--- src/hw/rtl/tlk_pkg.sv ---
// ---------------------------------------------------------------------------
// tlk_pkg
// Shared types and constants of the two-link kinematics core.
// ---------------------------------------------------------------------------
package tlk_pkg;

  localparam logic signed [33:0] CordicX0 = 34'sd652032874;
  localparam logic [1:0] CfgThigh = 2'd0;
  localparam logic [1:0] CfgCalf  = 2'd1;

  // one CORDIC vector in flight; Q2.30 with guard bits
  typedef struct packed {
    logic signed [33:0] x;
    logic signed [33:0] y;
    logic signed [32:0] z;
    logic               flip;
  } cvec_t;

  function automatic logic signed [32:0] atan_lut(input int i);
    logic signed [32:0] r;
    r = '0;
    case (i)
      0: r = 33'sd536870912;   1: r = 33'sd316933406;  2: r = 33'sd167458907;
      3: r = 33'sd85004756;    4: r = 33'sd42667331;   5: r = 33'sd21354465;
      6: r = 33'sd10679838;    7: r = 33'sd5340245;    8: r = 33'sd2670163;
      9: r = 33'sd1335087;     10: r = 33'sd667544;    11: r = 33'sd333772;
      12: r = 33'sd166886;     13: r = 33'sd83443;     14: r = 33'sd41722;
      15: r = 33'sd20861;      16: r = 33'sd10430;     17: r = 33'sd5215;
      18: r = 33'sd2608;       19: r = 33'sd1304;      20: r = 33'sd652;
      21: r = 33'sd326;        22: r = 33'sd163;       23: r = 33'sd81;
      default: r = '0;
    endcase
    return r;
  endfunction

  // range fold before the first stage
  function automatic cvec_t cordic_seed(input logic signed [15:0] a);
    cvec_t v;
    logic signed [16:0] aa;
    aa = 17'(a);
    v.flip = 1'b0;
    if (aa > 17'sd16384) begin
      aa = aa - 17'sd32768;
      v.flip = 1'b1;
    end else if (aa < -17'sd16384) begin
      aa = aa + 17'sd32768;
      v.flip = 1'b1;
    end
    v.x = CordicX0;
    v.y = '0;
    v.z = {aa[16:0], 16'd0};
    return v;
  endfunction

  // Q2.30 to Q1.15, rounded, saturated, sign restored
  function automatic logic signed [15:0] to_q15(input logic signed [33:0] v,
                                                input logic flip);
    logic signed [34:0] t;
    logic signed [19:0] r;
    t = 35'(v) + 35'sd16384;
    r = 20'(t >>> 15);
    if (r > 20'sd32767) r = 20'sd32767;
    else if (r < -20'sd32767) r = -20'sd32767;
    if (flip) r = -r;
    return r[15:0];
  endfunction

endpackage

--- src/hw/rtl/tlk_cordic_cell.sv ---
// ---------------------------------------------------------------------------
// tlk_cordic_cell
// One rotation stage; carries both angles plus the pose side data onward.
// ---------------------------------------------------------------------------
module tlk_cordic_cell #(
  parameter int STAGE = 0,
  parameter int LW    = 16
) (
  input  logic                 clk,
  input  logic                 rst_n,
  input  logic                 stall,
  input  logic                 vld_i,
  input  tlk_pkg::cvec_t       a_i,
  input  tlk_pkg::cvec_t       b_i,
  input  logic [LW-1:0]        tl_i,
  input  logic [LW-1:0]        cl_i,
  output logic                 vld_o,
  output tlk_pkg::cvec_t       a_o,
  output tlk_pkg::cvec_t       b_o,
  output logic [LW-1:0]        tl_o,
  output logic [LW-1:0]        cl_o
);

  localparam int Sh = (STAGE < 34) ? STAGE : 33;
  localparam logic signed [32:0] Da = tlk_pkg::atan_lut(STAGE);

  logic           vld_r;
  tlk_pkg::cvec_t a_r, b_r, a_nxt, b_nxt;
  logic [LW-1:0]  tl_r, cl_r;

  function automatic tlk_pkg::cvec_t rot(input tlk_pkg::cvec_t v);
    tlk_pkg::cvec_t o;
    o = v;
    if (!v.z[32]) begin
      o.x = v.x - (v.y >>> Sh);
      o.y = v.y + (v.x >>> Sh);
      o.z = v.z - Da;
    end else begin
      o.x = v.x + (v.y >>> Sh);
      o.y = v.y - (v.x >>> Sh);
      o.z = v.z + Da;
    end
    return o;
  endfunction

  always_comb begin
    a_nxt = rot(a_i);
    b_nxt = rot(b_i);
  end

  always_ff @(posedge clk) begin
    if (!rst_n) begin
      vld_r <= 1'b0;
    end else if (!stall) begin
      vld_r <= vld_i;
    end
    if (!stall) begin
      a_r  <= a_nxt;
      b_r  <= b_nxt;
      tl_r <= tl_i;
      cl_r <= cl_i;
    end
  end

  assign vld_o = vld_r;
  assign a_o   = a_r;
  assign b_o   = b_r;
  assign tl_o  = tl_r;
  assign cl_o  = cl_r;

endmodule

--- config.mk ---
export PLATFORM = sky130hd
export DESIGN_NAME = tlk_cordic_cell
export DESIGN_NICKNAME = d
export VERILOG_FILES = /design/src/hw/rtl/tlk_pkg.sv /design/src/hw/rtl/tlk_cordic_cell.sv
export SDC_FILE = /design/constraint.sdc
export NUM_CORES = 1
export LEC_CHECK = 0
export ABC_CLOCK_PERIOD_IN_PS = 7900
export BUFFER_PORTS_ARGS = -buffer_cell sky130_fd_sc_hd__buf_4
export CORE_AREA = 2 2 222 224
export DETAILED_ROUTE_END_ITERATION = 12
export DIE_AREA = 0 0 224 226
export PLACE_DENSITY = 0.64
export SETUP_SLACK_MARGIN = 0.15
export SKIP_LAST_GASP = 1
export SLEW_MARGIN = 25
export SYNTH_ARGS = -nofsm -noshare
export SYNTH_HDL_FRONTEND = slang
export SYNTH_SLANG_ARGS = --single-unit
--- constraint.sdc ---
create_clock -name clk -period 7.9 [get_ports clk]
set_input_delay 0.395 -clock clk [delete_from_list [all_inputs] [get_ports clk]]
set_output_delay 0.395 -clock clk [all_outputs]
set_load 0.005 [all_outputs]
==> metrics <==
Initial Util=0.394; # resized after CTS=0; RSZ-0062 raised after global routing=no; RePlAce Congestion=0.970; cells after synthesis=2067; area of the mapped netlist=19000 sq um; All-Layer GR Usage=0.260; Cell Area, Placed=23000 sq um; yosys warns=0; vias in the first global route=17700; most frequent cells in the layout=buf_4 (482), a21oi_1 (256), edfxtp_1 (234), ha_1 (202), inv_1 (198); number of synthesized flops with an enable pin=234; post-synthesis sequential element count=235; worst path required time=8250 ps; CP Class=in2reg; Fin Setup TNS=0 ps; layout cells sized above 1=0.220; via count=18200; pwr dens=180 nW/um^2; worst min-delay path class=in2reg; type of origin of the critical path=primary input; clk buf depth=3; R2R depth=2; WHS Path Cells=3; Area contributors post-synth=edfxtp_1 (37%), ha_1 (13%), a21oi_1 (6.7%), xnor2_1 (4.7%), o21ai_0 (4.1%); Routed Antenna Nets=0; CTS root buf=clkbuf_16; CP Capture Type=flip-flop; Placed Cells=3081; most common cell after layout, fill and taps aside=buf_4; Initial DRC Count=1664; FMAX=0.308 GHz; Max VDD drop=161 uV; DP HPWL=53500 um; CTS tree=done; Final period util=0.411; Routed WL=69300 um; Seq/Total Area, Yosys=0.370; largest net degree at the start of global routing=120; Least-Margin Pin Slew=1010 ps; # setup viols final=0; syn avg cell area=9.21 sq um; LEAKAGE=10.8 nW; Crit Path Max Fanout=12; area delta synth->final=30.6%; final hold vios=0; ys async rst share=0; Core Box Area=48300 sq um; CTS clock-pin slew for the worst setup and hold paths=70 ps; tightest slew margin relative to the limit=0.322; top cell type's share of synthesized area=0.369; Final Power=4.46 mW; drt first pass iters=5; # DRC=0; Finished Layout Cells=3229; first-pass GRT wire length=103000 um; fin area=24900 sq um; distinct cell type count after synthesis=87; outcome=complete, no violations; syn nets=2517; crit path DAT=3600 ps; clk_skew=0 ps; fin crit period=3250 ps; layout net count=3033; post-synth top area cell=edfxtp_1; CTS H-tree lvls=1; clk_lat worst skew=580 ps; Max Cap Viol=0; vias per cell=5.62; CTS Sinks=235; PortBufs=476; height of the die=226 um; # IOs=477; Die ar.=50600 sq um; Die W=224 um; Routed WL per cell=21.5 um; cts bufs inserted=29; Post-synth top flop=edfxtp_1; Congestion Overflow GR=0; # rows=81; fin. max-slew vios=0; initial antenna violation count=1
==> worst max-delay path, cell delays in order <==
cell     delay (ps)
buf_4           100
inv_1            40
ha_1            470
nor3_1          370
nand2_1         100
a21oi_2         260
o21ai_2         200
or4b_1          510
a22oi_1         510
a41o_1          310
a21oi_1         120
xnor2_1         190
==> flip-flops by register name, summed over array words and instances (netlist names) <==
| name | cells |
|---|---|
| a_o | 101 |
| b_o | 101 |
| cl_o | 16 |
| tl_o | 16 |
| vld_o | 1 |
==> metrics by stage <==
stage                util  hold WS (ps)  worst slack [ps]
floorplan               -           494              2410
global route        0.514          74.6              4480
detailed placement  0.476           522              4110
global placement    0.476           507              4080
CTS                 0.514          48.3              4750
finish              0.514          82.0              4650
==> routing by layer <==
metal | up-vias | GRT usage | wire [um]
met3 | 123 | 0.0324 | 4900
met5 | - | 0 | 0
li1 | 8481 | - | -
met2 | 825 | 0.435 | 33000
met4 | 0 | 0.0882 | 2200
met1 | 8721 | 0.349 | 29200
==> worst paths after layout <==
check,to,slack (ps),from
hold reg to reg,vld_o,540,vld_o
setup reg to reg,vld_o,7290,vld_o
hold / removal,vld_o,80,vld_i
setup / recovery,b_o[97],4650,b_i[40]
==> power breakdown <==
part	switching, mW	internal [mW]
registers	0.0659	1.59
clock network	0.567	0.742
logic	0.841	0.654
==> cells by family after synthesis <==
logic type      count (synthesis)  synth area share
buf+inv                       302            0.0649
compound gates                694             0.229
simple gates                  467             0.119
fa+ha+maj                     210             0.141
xor+xnor                      131            0.0603
mux                            28            0.0148
flops                         235             0.370
==> synth_stat cells (24+ instances only) <==
cell type,count
xor2_1,28
clkbuf_1,40
mux2i_1,27
nand4_1,28
nor2b_1,27
a21o_1,29
ha_1,202
xnor2_1,103
nor3_1,56
o21bai_1,51
inv_1,200
o21ai_0,154
edfxtp_1,234
a21oi_1,256
buf_2,25
o31ai_1,28
nand2b_1,24
nand2_1,86
nor2_1,153
==> area by class of cell <==
| class | count | area [sq um] |
|---|---|---|
| Fill cell | 4514 | 23500 |
| Multi-Input combinational cell | 1530 | 10700 |
| Sequential cell | 235 | 7050 |
| Timing Repair Buffer | 576 | 4560 |
| Inverter | 211 | 805 |
| Tap cell | 622 | 778 |
| Clock buffer | 35 | 748 |
| Clock inverter | 19 | 165 |
| Antenna cell | 1 | 2.50 |
==> timing repair <==
item,CTS,global route
buffers inserted,0,0
hold endpoints to repair,93,0
hold buffers,93,0
endpoints found under the setup margin,0,0
(Power assumes the default switching activity.)
