### config.mk
export PLATFORM = sky130hd
export DESIGN_NAME = tlk_combine
export DESIGN_NICKNAME = d
export VERILOG_FILES = /design/src/hw/rtl/tlk_pkg.sv /design/src/hw/rtl/tlk_combine.sv
export SDC_FILE = /design/constraint.sdc
export NUM_CORES = 2
export LEC_CHECK = 0
export BUFFER_PORTS_ARGS = -buffer_cell sky130_fd_sc_hd__buf_2
export CORE_MARGIN = 5
export CORE_UTILIZATION = 45
export CTS_BUF_LIST = sky130_fd_sc_hd__clkbuf_8
export DETAILED_ROUTE_END_ITERATION = 6
export PLACE_DENSITY_LB_ADDON = 0.3
export SETUP_SLACK_MARGIN = 0.1
export SLEW_MARGIN = 0
export SYNTH_ARGS = -nofsm -noshare
export SYNTH_HDL_FRONTEND = slang
export SYNTH_SLANG_ARGS = --single-unit
### constraint.sdc
create_clock -name clk -period 14.15 [get_ports clk]
set_clock_uncertainty 0.2 [all_clocks]
set_input_delay 1.415 -clock clk [delete_from_list [all_inputs] [get_ports clk]]
set_output_delay 1.415 -clock clk [all_outputs]
set_load 0.01 [all_outputs]
### src/hw/rtl/tlk_pkg.sv
// ---------------------------------------------------------------------------
// tlk_pkg
// Shared types and constants of the two-link kinematics core.
// ---------------------------------------------------------------------------
package tlk_pkg;

  localparam logic signed [33:0] CordicX0 = 34'sd652032874;
  localparam logic [1:0] CfgThigh = 2'd0;
  localparam logic [1:0] CfgCalf  = 2'd1;

  // one CORDIC vector in flight; Q2.30 with guard bits
  typedef struct packed {
    logic signed [33:0] x;
    logic signed [33:0] y;
    logic signed [32:0] z;
    logic               flip;
  } cvec_t;

  function automatic logic signed [32:0] atan_lut(input int i);
    logic signed [32:0] r;
    r = '0;
    case (i)
      0: r = 33'sd536870912;   1: r = 33'sd316933406;  2: r = 33'sd167458907;
      3: r = 33'sd85004756;    4: r = 33'sd42667331;   5: r = 33'sd21354465;
      6: r = 33'sd10679838;    7: r = 33'sd5340245;    8: r = 33'sd2670163;
      9: r = 33'sd1335087;     10: r = 33'sd667544;    11: r = 33'sd333772;
      12: r = 33'sd166886;     13: r = 33'sd83443;     14: r = 33'sd41722;
      15: r = 33'sd20861;      16: r = 33'sd10430;     17: r = 33'sd5215;
      18: r = 33'sd2608;       19: r = 33'sd1304;      20: r = 33'sd652;
      21: r = 33'sd326;        22: r = 33'sd163;       23: r = 33'sd81;
      default: r = '0;
    endcase
    return r;
  endfunction

  // range fold before the first stage
  function automatic cvec_t cordic_seed(input logic signed [15:0] a);
    cvec_t v;
    logic signed [16:0] aa;
    aa = 17'(a);
    v.flip = 1'b0;
    if (aa > 17'sd16384) begin
      aa = aa - 17'sd32768;
      v.flip = 1'b1;
    end else if (aa < -17'sd16384) begin
      aa = aa + 17'sd32768;
      v.flip = 1'b1;
    end
    v.x = CordicX0;
    v.y = '0;
    v.z = {aa[16:0], 16'd0};
    return v;
  endfunction

  // Q2.30 to Q1.15, rounded, saturated, sign restored
  function automatic logic signed [15:0] to_q15(input logic signed [33:0] v,
                                                input logic flip);
    logic signed [34:0] t;
    logic signed [19:0] r;
    t = 35'(v) + 35'sd16384;
    r = 20'(t >>> 15);
    if (r > 20'sd32767) r = 20'sd32767;
    else if (r < -20'sd32767) r = -20'sd32767;
    if (flip) r = -r;
    return r[15:0];
  endfunction

endpackage

### src/hw/rtl/tlk_combine.sv
// ---------------------------------------------------------------------------
// tlk_combine
// Length products (registered), then sums, saturation and output register.
// ---------------------------------------------------------------------------
module tlk_combine #(
  parameter int LW = 16
) (
  input  logic           clk,
  input  logic           rst_n,
  input  logic           stall,
  input  logic           vld_i,
  input  tlk_pkg::cvec_t a_i,
  input  tlk_pkg::cvec_t b_i,
  input  logic [LW-1:0]  tl_i,
  input  logic [LW-1:0]  cl_i,
  output logic           vld_o,
  output logic [107:0]   res_o
);

  localparam int PW = LW + 2;
  // sum width, never below what the 18 bit clamp needs
  localparam int SW = (PW + 2 > 19) ? PW + 2 : 19;

  logic signed [15:0] ct, st, ck, sk;
  logic               p_vld_r;
  logic signed [PW-1:0] tc_r, ts_r, cc_r, cs_r;
  logic               vld_r;
  logic [107:0]       res_r, res_nxt;

  function automatic logic signed [PW-1:0] prod(input logic [LW-1:0] l,
                                                input logic signed [15:0] t);
    logic signed [LW+17:0] p;
    p = $signed({1'b0, l}) * t + (LW+18)'(16384);
    return PW'(p >>> 15);
  endfunction

  function automatic logic [17:0] sat18(input logic signed [SW-1:0] v);
    if (v > SW'(131071)) return 18'h1ffff;
    if (v < -SW'(131072)) return 18'h20000;
    return v[17:0];
  endfunction

  always_comb begin
    logic signed [SW-1:0] px, py, j00, j01, j10, j11;
    px  = SW'(tc_r) + SW'(cc_r);
    py  = SW'(ts_r) + SW'(cs_r);
    j01 = -SW'(cs_r);
    j00 = j01 - SW'(ts_r);
    j11 = SW'(cc_r);
    j10 = px;
    res_nxt = {sat18(j11), sat18(j10), sat18(j01), sat18(j00),
               sat18(py), sat18(px)};
  end

  assign ct = tlk_pkg::to_q15(a_i.x, a_i.flip);
  assign st = tlk_pkg::to_q15(a_i.y, a_i.flip);
  assign ck = tlk_pkg::to_q15(b_i.x, b_i.flip);
  assign sk = tlk_pkg::to_q15(b_i.y, b_i.flip);

  always_ff @(posedge clk) begin
    if (!rst_n) begin
      p_vld_r <= 1'b0;
      vld_r   <= 1'b0;
    end else if (!stall) begin
      p_vld_r <= vld_i;
      vld_r   <= p_vld_r;
    end
    if (!stall) begin
      tc_r  <= prod(tl_i, ct);
      ts_r  <= prod(tl_i, st);
      cc_r  <= prod(cl_i, ck);
      cs_r  <= prod(cl_i, sk);
      res_r <= res_nxt;
    end
  end

  assign vld_o = vld_r;
  assign res_o = res_r;

endmodule

==> impl_metrics.yaml <==
drt:
  wl_per_cell_um: 17.4
  drt_iter0_drc: 1926
  avgViaCountPerCell: 5.29
  vias: 35200
  drtAntennaViolNets: 0
  wirelength_um: 116000
  drc_errors: 0
  dr.pass1.iters: 7
hold_path:
  hold_class: "reg -> reg"
  whs_path_depth: 0
  min_to: "res_o[94]"
  min_from: "cc_r[4]"
setup_path:
  cp_slowest_stage_delay_ns: 0.96
  endpoint_kind: "flip-flop"
  crit_type: "in -> reg"
  r2r_cells: 17
  r2r_start: "cs_r[3]"
  startpoint_type: "primary input"
  crit_fanout: 16
  cp.required_ns: 14.20
  reg2reg_to: "res_o[50]"
  cp_slowest_cell: "nor2_1"
  path_common_cell: "fa_1"
  r2r_slack_ns: 9.00
  cp.arrival_ns: 11.82
sta:
  slew_viol_final: 0
  timing.final.crit_share_pct: 83.1
  slew_headroom_pct: 20.1
  final-setup-viol-count: 0
  fin_tns_setup_ns: 0
  fmax_mhz: 85.0
  hold_viol_final: 0
  rsz0062_at_grt: "no"
  worst_pin_slew_ns: 1.19
  min_period_ns: 11.76
finish:
  fin_util_pct: 47.7
  fin_nets: 6804
  final-seq-area_um2: 4900
  nFillCells: 10000
  area_growth_pct: 5.56
  multi_input_area_um2: 37000
  layout-drive-gt1-share_pct: 7.37
floorplan:
  start_util_pct: 45.2
  dieArea_um2: 110000
  die-height_um: 332
  core-area_um2: 103000
  core.rowCount: 118
  die_w_um: 332
  io_pins: 349
synth:
  ys_types: 98
  syn_area_um2: 46500
  synth_edf_count: 162
  ys.warnings.count: 0
  yosys-top-cells-area: "fa_1, ha_1, edfxtp_1, inv_1, and2_1"
  ys.flop_type: "edfxtp_1"
  ys_seq_area_share_pct: 10.5
  syn_nets: 6786
  synth_top_area_share_pct: 33.5
  yosys.area.top_type: "fa_1"
  synth_common_cells: "inv_1, fa_1, nand2_1"
  async_flop_share_pct: 0
  synth_cells: 5235
  yosys.cell_count.top_type: "inv_1"
  ys_ff_latch: 164
  avgSynthCellArea_um2: 8.89
global_route:
  grt_start_max_net_pins: 92
  antenna_found_initial: 1
  grt_use_total_pct: 21.2
  grt_pass1_wl_um: 191000
  grt_pass1_vias: 36400
  grt_overflow_total: 0
place:
  port_buffers: 226
  hpwlAfterDp_um: 88000
  place.gp.congestion: 0.868
clock_tree:
  clk_latency_ns: 0.53
  clock-sinks: 164
  path_clk_slew_ns: 0.11
  cts_setup_buffers: 0
  cts_buffers: 17
  clock-root-buffer: "clkbuf_8"
  ctsHoldBuffers: 0
  cts_max_path_buffers: 2
  cts_resized: 0
  cts_tree: "yes"
  cts_htree_levels: 4
run:
  maxCapViolCount: 0
status:
  status: "completed"
registers in the layout, summed over array words and instances, names as in the netlist:
register and flops:
cc_r 18, cs_r 18, p_vld_r 1, res_o 90, tc_r 18, ts_r 18, vld_o 1
area by class of cell:
| class | instances | area share, % |
|---|---|---|
| Multi-Input combinational cell | 3828 | 75.3 |
| Sequential cell | 164 | 9.98 |
| Inverter | 976 | 7.47 |
| Tap cell | 1380 | 3.51 |
| Timing Repair Buffer | 266 | 2.91 |
| Clock buffer | 17 | 0.476 |
| Clock inverter | 15 | 0.387 |
| Antenna cell | 1 | 0.00509 |
through the flow:
stage	hold WS (ns)	std cells	area, um^2	setup slack (ns)
2_1_floorplan	0.282	5235	46500	3.35
4_1_cts	0.272	6646	49100	2.50
3_5_place_dp	0.241	6614	48700	1.97
6_report	0.270	6647	49100	2.39
5_1_grt	0.281	6647	49100	1.58
3_3_place_gp	0.268	6614	48700	2.13
worst max path at each step:
stage / start / cells after the start / endpoint
floorplan: a_i[50] / 41 / ts_r[12]
global placement: a_i[48] / 37 / ts_r[12]
detailed placement: a_i[48] / 37 / ts_r[12]
CTS: a_i[48] / 37 / ts_r[12]
global route: a_i[48] / 37 / ts_r[12]
finish: a_i[48] / 37 / ts_r[12]
layer usage:
layer | global-route usage, % | part of all wire (%) | up-vias | wire [um]
li1 | - | - | 16500 | -
met1 | 28.3 | 44 | 17800 | 50500
met2 | 37.3 | 50 | 805 | 57900
met3 | 2.79 | 4.7 | 120 | 5460
met4 | 3.69 | 1.4 | 0 | 1660
met5 | 0 | 0 | - | 0
cells in the final DEF (no fill, tap or decap), types with 87 or more instances in the layout:
master,netlist,layout
fa_1,779,779
edfxtp_1,162,162
o21ai_0,130,129
buf_2,35,226
inv_1,976,975
nor2b_1,87,87
xnor2_1,153,149
a21oi_1,173,165
ha_1,532,532
nor2_1,169,169
and2_1,438,438
nand2_1,601,601
a21o_1,91,91
cell families after synthesis:
group,after synthesis,share of synthesized area [%]
simple gates,1662,18.2
flops,164,10.5
mux,15,0.339
compound gates,607,8.40
buf+inv,1243,10.3
xor+xnor,231,4.35
fa+ha+maj,1313,47.9
worst max-delay path, delay by kind of cell:
family                     cells  cell delay (ns)
and+or+nand+nor               11             3.31
xor gates and xnor gates       2             0.42
adders and majority gates      9             4.12
AOI/OAI and AO/OA             10             2.17
buffers and inverters          5             0.37
Power is not shown: default switching activity piles up to over one toggle a cycle in this logic, so the estimate is an artifact.
